[src/hw/rtl/ctc_pkg.sv]
`timescale 1ns / 1ps
package ctc_pkg;

	localparam int ENC_W              = 14;
	localparam int TIME_W             = 13;
	localparam int DEFAULT_ENC_WRAP   = 9999;

	localparam logic [1:0] STEP_UP    = 2'b01;
	localparam logic [1:0] STEP_DOWN  = 2'b11;

	localparam logic [TIME_W-1:0] SEC_MAX     = 13'd59;
	localparam logic [TIME_W-1:0] MIN_MAX     = 13'd99;
	localparam logic [TIME_W-1:0] PRESET_LIM  = 13'd5999;
	localparam logic [TIME_W-1:0] ELAPSED_SAT = 13'd8191;

	// floor(t / 60) == (t * DIV60_MUL) >> DIV60_SH for every 13-bit t
	localparam int DIV60_MUL = 8739;
	localparam int DIV60_SH  = 19;
	// floor(v / 10) == (v * DIV10_MUL) >> DIV10_SH for v below 1029
	localparam int DIV10_MUL = 205;
	localparam int DIV10_SH  = 11;

	typedef enum logic [2:0] {
		MODE_SHOW     = 3'd0,
		MODE_SET_SEC  = 3'd1,
		MODE_SET_MIN  = 3'd2,
		MODE_ARM      = 3'd3,
		MODE_COUNT    = 3'd4,
		MODE_ALARM_ON = 3'd5,
		MODE_ALARM    = 3'd6,
		MODE_RESET    = 3'd7
	} mode_t;

	typedef struct packed {
		logic [TIME_W-1:0] shown_time;
		logic [1:0]        flash;
		logic              buzzer;
		mode_t             mode;
	} view_t;

endpackage

[src/hw/rtl/ctc_ctrl.sv]
`timescale 1ns / 1ps
module ctc_ctrl
	import ctc_pkg::*;
#(
	parameter int ENCODER_WRAP = DEFAULT_ENC_WRAP
) (
	input  logic              clk,
	input  logic              arst_n,
	input  logic              accept,
	input  logic signed [1:0] encoder_step,
	input  logic              start_reset_press,
	input  logic              time_set_press,
	input  logic              second_tick,
	output view_t             view
);

	localparam logic [ENC_W-1:0] WRAP = ENC_W'(ENCODER_WRAP);

	mode_t             mode_q, mode_d;
	logic [ENC_W-1:0]  pos_q, pos_d;
	logic [5:0]        set_sec_q, set_sec_d;
	logic [6:0]        set_min_q, set_min_d;
	logic [TIME_W-1:0] preset_q, preset_d;
	logic [TIME_W-1:0] elapsed_q, elapsed_d;
	logic              running_q, running_d;
	logic              buzzer_q, buzzer_d;
	logic              pstart_q, pstart_d;
	logic              pset_q, pset_d;
	logic [1:0]        flash_q, flash_d;
	logic [TIME_W-1:0] shown_q, shown_d;

	logic [1:0]        step_bits;
	logic [ENC_W-1:0]  pos_step;
	logic [TIME_W-1:0] half;
	logic [TIME_W-1:0] total;

	assign step_bits = encoder_step;

	always_comb begin
		mode_d    = mode_q;
		set_sec_d = set_sec_q;
		set_min_d = set_min_q;
		preset_d  = preset_q;
		running_d = running_q;
		buzzer_d  = buzzer_q;
		flash_d   = flash_q;
		shown_d   = shown_q;

		pos_step = pos_q;
		if (step_bits == STEP_UP) begin
			pos_step = (pos_q >= WRAP) ? '0 : pos_q + 1'b1;
		end else if (step_bits == STEP_DOWN) begin
			pos_step = (pos_q == '0 || pos_q > WRAP) ? WRAP : pos_q - 1'b1;
		end
		pos_d = pos_step;

		pstart_d  = pstart_q | start_reset_press;
		pset_d    = pset_q | time_set_press;
		elapsed_d = elapsed_q;
		if (second_tick && running_q && elapsed_q < ELAPSED_SAT) begin
			elapsed_d = elapsed_q + 1'b1;
		end

		half  = pos_step[ENC_W-1:1];
		total = '0;

		unique case (mode_q)
			MODE_SHOW: begin
				shown_d = preset_q;
				if (pset_d) begin
					pset_d  = 1'b0;
					pos_d   = '0;
					flash_d = 2'b01;
					mode_d  = MODE_SET_SEC;
				end
			end
			MODE_SET_SEC, MODE_SET_MIN: begin
				// out-of-range half position snaps the encoder back to zero
				if (mode_q == MODE_SET_SEC) begin
					if (half > SEC_MAX) begin
						pos_d     = '0;
						set_sec_d = '0;
					end else begin
						set_sec_d = half[5:0];
					end
				end else begin
					if (half > MIN_MAX) begin
						pos_d     = '0;
						set_min_d = '0;
					end else begin
						set_min_d = half[6:0];
					end
				end
				total   = TIME_W'(set_min_d) * TIME_W'(60) + TIME_W'(set_sec_d);
				shown_d = total;
				if (pstart_d) begin
					pstart_d = 1'b0;
					pos_d    = '0;
					preset_d = total;
					mode_d   = MODE_ARM;
				end else if (pset_d) begin
					pset_d = 1'b0;
					if (mode_q == MODE_SET_SEC) begin
						pos_d   = {ENC_W'(set_min_d)} << 1;
						flash_d = 2'b10;
						mode_d  = MODE_SET_MIN;
					end else begin
						pos_d   = {ENC_W'(set_sec_d)} << 1;
						flash_d = 2'b01;
						mode_d  = MODE_SET_SEC;
					end
				end
			end
			MODE_ARM: begin
				flash_d = 2'b00;
				if (preset_q != '0 && preset_q < PRESET_LIM) begin
					running_d = 1'b1;
					elapsed_d = '0;
					mode_d    = MODE_COUNT;
				end else begin
					mode_d = MODE_RESET;
				end
			end
			MODE_COUNT: begin
				shown_d = (elapsed_d > preset_q) ? '0 : preset_q - elapsed_d;
				if (elapsed_d >= preset_q) begin
					mode_d = MODE_ALARM_ON;
				end else if (pstart_d) begin
					pstart_d = 1'b0;
					mode_d   = MODE_RESET;
				end
			end
			MODE_ALARM_ON: begin
				running_d = 1'b0;
				elapsed_d = '0;
				buzzer_d  = 1'b1;
				mode_d    = MODE_ALARM;
			end
			MODE_ALARM: begin
				if (pstart_d) begin
					pstart_d = 1'b0;
					mode_d   = MODE_RESET;
				end
			end
			MODE_RESET: begin
				buzzer_d = 1'b0;
				preset_d = '0;
				pos_d    = '0;
				flash_d  = 2'b00;
				mode_d   = MODE_SHOW;
			end
		endcase

		view.shown_time = shown_d;
		view.flash      = flash_d;
		view.buzzer     = buzzer_d;
		view.mode       = mode_d;
	end

	always_ff @(posedge clk or negedge arst_n) begin
		if (!arst_n) begin
			mode_q    <= MODE_RESET;
			pos_q     <= '0;
			set_sec_q <= '0;
			set_min_q <= '0;
			preset_q  <= '0;
			elapsed_q <= '0;
			running_q <= 1'b0;
			buzzer_q  <= 1'b0;
			pstart_q  <= 1'b0;
			pset_q    <= 1'b0;
			flash_q   <= '0;
			shown_q   <= '0;
		end else if (accept) begin
			mode_q    <= mode_d;
			pos_q     <= pos_d;
			set_sec_q <= set_sec_d;
			set_min_q <= set_min_d;
			preset_q  <= preset_d;
			elapsed_q <= elapsed_d;
			running_q <= running_d;
			buzzer_q  <= buzzer_d;
			pstart_q  <= pstart_d;
			pset_q    <= pset_d;
			flash_q   <= flash_d;
			shown_q   <= shown_d;
		end
	end

endmodule

[src/hw/rtl/countdown_timer_controller_core.sv]
`timescale 1ns / 1ps
// Channel  Direction  Handshake          Payload
// in       to block   in_valid/in_stall  encoder_step, start_reset_press, time_set_press,
//                                        second_tick
// out      from block out_valid/out_stall digit_sec_ones, digit_sec_tens, digit_min_ones,
//                                        digit_min_tens, seconds_flashing, minutes_flashing,
//                                        buzzer_on, mode_code
//
// One word in per cycle while in_stall is low; its result passes the view, minutes/seconds and digit registers.
// The controller state advances on the accept edge; display time then goes
// through a divide-by-60 stage and a decimal digit stage.
// Reset (arst_n low) puts the controller in its reset mode and empties the pipeline.
// Output stalls back up through the three stages; the input stalls only when all are full.
module countdown_timer_controller_core
	import ctc_pkg::*;
#(
	parameter int ENCODER_WRAP = DEFAULT_ENC_WRAP
) (
	input  logic              clk,
	input  logic              arst_n,
	input  logic              in_valid,
	output logic              in_stall,
	input  logic signed [1:0] encoder_step,
	input  logic              start_reset_press,
	input  logic              time_set_press,
	input  logic              second_tick,
	output logic              out_valid,
	input  logic              out_stall,
	output logic [3:0]        digit_sec_ones,
	output logic [3:0]        digit_sec_tens,
	output logic [3:0]        digit_min_ones,
	output logic [3:0]        digit_min_tens,
	output logic              seconds_flashing,
	output logic              minutes_flashing,
	output logic              buzzer_on,
	output logic [2:0]        mode_code
);

	localparam int PROD_W = 27;

	logic  accept;
	view_t view;

	logic  v_s1, v_s2, v_s3;
	logic  rdy_s1, rdy_s2, rdy_s3;

	view_t view_s1;

	logic [7:0]  min_s2;
	logic [5:0]  sec_s2;
	logic [1:0]  flash_s2;
	logic        buzzer_s2;
	mode_t       mode_s2;

	logic [PROD_W-1:0] quot_prod;
	logic [7:0]        quot;
	logic [TIME_W-1:0] rem_full;

	logic [14:0] sec_prod;
	logic [15:0] min_prod;
	logic [3:0]  sec_tens;
	logic [4:0]  min_tens_raw;
	logic [3:0]  sec_ones;
	logic [3:0]  min_ones;
	logic [3:0]  min_tens;

	// a stage takes a new word when it is empty or its word moves on
	assign rdy_s3   = !v_s3 || !out_stall;
	assign rdy_s2   = !v_s2 || rdy_s3;
	assign rdy_s1   = !v_s1 || rdy_s2;
	assign in_stall = !rdy_s1;
	assign accept   = in_valid && rdy_s1;

	ctc_ctrl #(
		.ENCODER_WRAP(ENCODER_WRAP)
	) u_ctrl (
		.clk              (clk),
		.arst_n           (arst_n),
		.accept           (accept),
		.encoder_step     (encoder_step),
		.start_reset_press(start_reset_press),
		.time_set_press   (time_set_press),
		.second_tick      (second_tick),
		.view             (view)
	);

	always_comb begin
		quot_prod = PROD_W'(view_s1.shown_time) * PROD_W'(DIV60_MUL);
		quot      = quot_prod[DIV60_SH+7:DIV60_SH];
		rem_full  = view_s1.shown_time - TIME_W'(quot) * TIME_W'(60);
	end

	always_comb begin
		sec_prod     = 15'(sec_s2) * 15'(DIV10_MUL);
		sec_tens     = sec_prod[DIV10_SH+3:DIV10_SH];
		sec_ones     = 4'(sec_s2 - 6'(sec_tens) * 6'd10);
		min_prod     = 16'(min_s2) * 16'(DIV10_MUL);
		min_tens_raw = min_prod[DIV10_SH+4:DIV10_SH];
		min_ones     = 4'(min_s2 - 8'(min_tens_raw) * 8'd10);
		// minutes reach 99 at most (136 over the full 13-bit range), so the hundreds fold with one subtract
		min_tens     = (min_tens_raw >= 5'd10) ? 4'(min_tens_raw - 5'd10) : min_tens_raw[3:0];
	end

	always_ff @(posedge clk or negedge arst_n) begin
		if (!arst_n) begin
			v_s1 <= 1'b0;
			v_s2 <= 1'b0;
			v_s3 <= 1'b0;
		end else begin
			if (rdy_s1) begin
				v_s1 <= in_valid;
			end
			if (rdy_s2) begin
				v_s2 <= v_s1;
			end
			if (rdy_s3) begin
				v_s3 <= v_s2;
			end
		end
	end

	always_ff @(posedge clk) begin
		if (accept) begin
			view_s1 <= view;
		end
		if (rdy_s2 && v_s1) begin
			min_s2    <= quot;
			sec_s2    <= rem_full[5:0];
			flash_s2  <= view_s1.flash;
			buzzer_s2 <= view_s1.buzzer;
			mode_s2   <= view_s1.mode;
		end
		if (rdy_s3 && v_s2) begin
			digit_sec_ones   <= sec_ones;
			digit_sec_tens   <= sec_tens;
			digit_min_ones   <= min_ones;
			digit_min_tens   <= min_tens;
			seconds_flashing <= flash_s2[0];
			minutes_flashing <= flash_s2[1];
			buzzer_on        <= buzzer_s2;
			mode_code        <= mode_s2;
		end
	end

	assign out_valid = v_s3;

endmodule
[config.mk]
export PLATFORM = sky130hd
export DESIGN_NAME = countdown_timer_controller_core
export DESIGN_NICKNAME = d
export VERILOG_FILES = /design/src/hw/rtl/ctc_pkg.sv /design/src/hw/rtl/ctc_ctrl.sv /design/src/hw/rtl/countdown_timer_controller_core.sv
export SDC_FILE = /design/constraint.sdc
export NUM_CORES = 1
export LEC_CHECK = 0
export ABC_AREA = 1
export BUFFER_PORTS_ARGS = -buffer_cell sky130_fd_sc_hd__buf_2
export CORE_AREA = 2 2 148 150
export CTS_BUF_LIST = sky130_fd_sc_hd__clkbuf_4 sky130_fd_sc_hd__clkbuf_8
export DETAILED_ROUTE_END_ITERATION = 7
export DIE_AREA = 0 0 150 152
export GPL_ROUTABILITY_DRIVEN = 0
export HOLD_SLACK_MARGIN = 0.02
export PLACE_DENSITY = 0.75
export SLEW_MARGIN = 10
export SYNTH_ARGS = -nofsm -noshare
export SYNTH_HDL_FRONTEND = slang
export SYNTH_SLANG_ARGS = --single-unit
export TNS_END_PERCENT = 100
[constraint.sdc]
create_clock -name clk -period 14.55 [get_ports clk]
set_input_delay 0.7275 -clock clk [delete_from_list [all_inputs] [get_ports clk]]
set_output_delay 0.7275 -clock clk [all_outputs]
set_load 0.01 [all_outputs]
==> Flow_metrics.wiki <==
{| class="wikitable"
! Metric !! Value
|-
| Class of the tightest hold or removal check || in2async
|-
| Accumulated negative setup slack || 0 ns
|-
| Overall global routing resource usage || 25.1%
|-
| Final hold violations || 0
|-
| Clock tree from TritonCTS || built
|-
| Critical path endpoint category || flip-flop
|-
| Total clock buffers created by CTS || 17
|-
| Final routed wire length divided by cell count || between 15 and 20 um
|-
| Global-route congestion overflow total || 0
|-
| Worst-Margin Slew || 1.12 ns
|-
| Cell at the slowest stage of the critical path || sky130_fd_sc_hd__edfxtp_1
|-
| Avg Inst Size Synth || between 8 and 9 um^2
|-
| Minimum clock period || 6.20 ns
|-
| Crit path DAT || 6.42 ns
|-
| Layout cells sized above 1 || 9.58%
|-
| Leading cell types by total area after synthesis || sky130_fd_sc_hd__ha_1 (18%), sky130_fd_sc_hd__dfrtp_1 (15%), sky130_fd_sc_hd__edfxtp_1 (14%)
|-
| Number of placement rows || 54
|-
| Total core area || between 20,000 and 25,000 um^2
|-
| Synthesis Warnings || 0
|-
| Root buffer cell || sky130_fd_sc_hd__clkbuf_8
|-
| Critical Path Source Type || flip-flop
|-
| Setup repair after global routing missed its margin || false
|-
| Result of the run || complete, no violations
|-
| Effective utilization at floorplan || 58.4%
|-
| Crit path largest cell delay || 0.56 ns
|-
| Cells resized by post-CTS repair || 0
|-
| Number of post-CTS setup repair buffers || 0
|-
| Data required time at the worst endpoint || between 10 and 15 ns
|-
| Critical path class || reg2reg
|-
| Peak fanout along the critical path || 6
|-
| Port Buffer Count || 31
|-
| Buffering stage count on the worst path with inverters included || 5
|-
| Dominant register cell in the synthesized netlist || sky130_fd_sc_hd__dfrtp_1
|-
| Post-synthesis sequential area ratio || 30.1%
|-
| Post-layout net count || roughly 1,700
|-
| Summed instance area of the synthesized netlist || 12,500 um^2
|-
| Fraction of registers with async set or reset after synthesis || 56.5%
|-
| Clock Path Buffers || 2
|-
| Clock transition time at the flip-flop clock pins of the worst setup and hold paths || around 0.1 ns
|-
| Synthesized instance count || between 1,000 and 1,500
|-
| Global-route wire length before repair || between 40 and 50 mm
|-
| Clock latency on the worst-skew pair || 0.47 ns
|-
| H-Tree Level Count || 4
|-
| Number of iterations in the first detailed-routing pass || 5
|-
| Period Utilization, post-route || a little over two fifths
|-
| Dominant cell type by count on the critical path || sky130_fd_sc_hd__ha_1
|-
| Max Clock Skew || 0.0183 ns
|-
| Initial detailed-routing violation count || 696
|-
| Number of hold-repair buffers added at the cts stage || 0
|-
| Pin count of the biggest net entering global routing || 79
|-
| Antenna fix cells || 0
|-
| Area enclosed by the die boundary || 22,800 um^2
|-
| Final Core Density || 62.3%
|-
| Floorplan die width || 150 um
|-
| Cell family with the largest share of critical-path delay || adder cells
|-
| Initial antenna violation count || 0
|-
| Detailed Route WL || 28.0 mm
|-
| Die boundary height || around 150 um
|-
| Clock Sinks || 138
|-
| EDFF count, synth || 60
|-
| Filler instances || 1,809
|-
| Count of pins on the block boundary || 33
|-
| Area share of the largest cell type after synthesis || between 10% and 20%
|-
| DP Wirelength || 22.0 mm
|-
| Detail-routed via count per cell || 5.63
|-
| Slew Limit Headroom || 25.1%
|-
| Final setup vio count || 0
|-
| Maximum clock rate || 161 MHz
|-
| #FFs+latches synth || 138
|-
| Max-Cap Viols || 0
|-
| Number of vias in the routed layout || 10,100
|-
| Via count of the first global-routing pass || 9,756
|-
| Biggest area consumer among synthesized cells || sky130_fd_sc_hd__ha_1
|-
| Synth cell count leaders || sky130_fd_sc_hd__inv_1 (252), sky130_fd_sc_hd__nand2_1 (252), sky130_fd_sc_hd__ha_1 (181), sky130_fd_sc_hd__nor2_1 (86), sky130_fd_sc_hd__o21ai_0 (79)
|-
| Final Slew Violations || 0
|-
| Total DRC errors in the routed layout || 0
|-
| Unique masters post-synth || 55
|-
| Layout Area Growth over Synthesis || 6.68%
|-
| Synth Net Count || between 1,500 and 2,000
|-
| Antenna violation net count after detailed routing || 0
|}
==> area by class of cell <==
| class | count | area [um^2] | share of cell area, % |
|---|---|---|---|
| clock buffers | 17 | 234 | 1.76 |
| clock inverters | 15 | 176 | 1.33 |
| inverters | 260 | 977 | 7.34 |
| multi-input cells | 1048 | 7620 | 57.2 |
| flip-flops and latches | 138 | 3760 | 28.2 |
| well taps | 280 | 350 | 2.63 |
| repair buffers | 36 | 195 | 1.47 |
==> cells by family after synthesis <==
family	share of synthesized area, %
other	0.0301
AO/OA/AOI/OAI	10.2
XOR/XNOR	5.09
buffers and inverters	8.90
AND/OR/NAND/NOR	19.1
flip-flops	30.1
adder cells (fa/ha/maj)	26.5
==> cells in the final DEF, fill, tap and decap left out, drive strengths merged, types with 36 or more instances in the layout <==
cell type / netlist / final
nand2: 271 / 271
nand3: 80 / 80
fa: 52 / 52
ha: 181 / 181
xor2: 49 / 49
edfxtp: 60 / 60
inv: 256 / 265
buf: 12 / 36
dfrtp: 75 / 75
nor2: 103 / 103
a21oi: 78 / 78
o21ai: 84 / 84
==> stage by stage <==
stage	setup WS, ns	hold WS [ns]	instance area (um^2)	instances
2_1_floorplan	8.83	0.400	12500	1472
3_3_place_gp	8.56	0.403	12900	1762
4_1_cts	8.32	0.435	13300	1794
5_1_grt	7.96	0.439	13300	1794
3_5_place_dp	8.31	0.412	12900	1762
6_report	8.35	0.416	13300	1794
==> registers in the layout, summed over array words and instances (netlist names), 2 cells and up <==
register,cells
digit_min_ones,4
digit_min_tens,4
digit_sec_ones,4
digit_sec_tens,3
flash_s2,2
min_s2,8
mode_code,3
mode_s2,3
sec_s2,6
u_ctrl.elapsed_q,13
u_ctrl.flash_q,2
u_ctrl.mode_q,3
u_ctrl.pos_q,14
u_ctrl.preset_q,13
u_ctrl.set_min_q,7
u_ctrl.set_sec_q,6
u_ctrl.shown_q,13
view_s1,19
==> final timing paths <==
kind	start	end	slack, ns	cells past startpoint
worst max-delay path	view_s1[11]$_DFFE_PP_	sec_s2[5]$_DFFE_PP_	8.35	29
worst min-delay path	arst_n	u_ctrl.pos_q[0]$_DFFE_PN0P_	0.42	1
worst max register to register	view_s1[11]$_DFFE_PP_	sec_s2[5]$_DFFE_PP_	8.35	29
worst min register to register	mode_s2[0]$_DFFE_PP_	mode_code[0]$_DFFE_PP_	0.43	0
max in group asynchronous	arst_n	u_ctrl.shown_q[7]$_DFFE_PN0P_	13.46	1
min in group clk	mode_s2[0]$_DFFE_PP_	mode_code[0]$_DFFE_PP_	0.43	0
==> per-layer routing <==
layer / track usage [%] / share of wire [%] / up-vias
met5: 0 / 0 / -
met4: 7.95 / 2.0 / 0
met3: 3.99 / 5.1 / 45
met2: 41.9 / 49 / 320
met1: 33.3 / 44 / 4813
li1: - / - / 4925
Power is left out: the tool's default activity adds up to more than one toggle a clock period on the data nets, which glitch-free logic cannot reach.
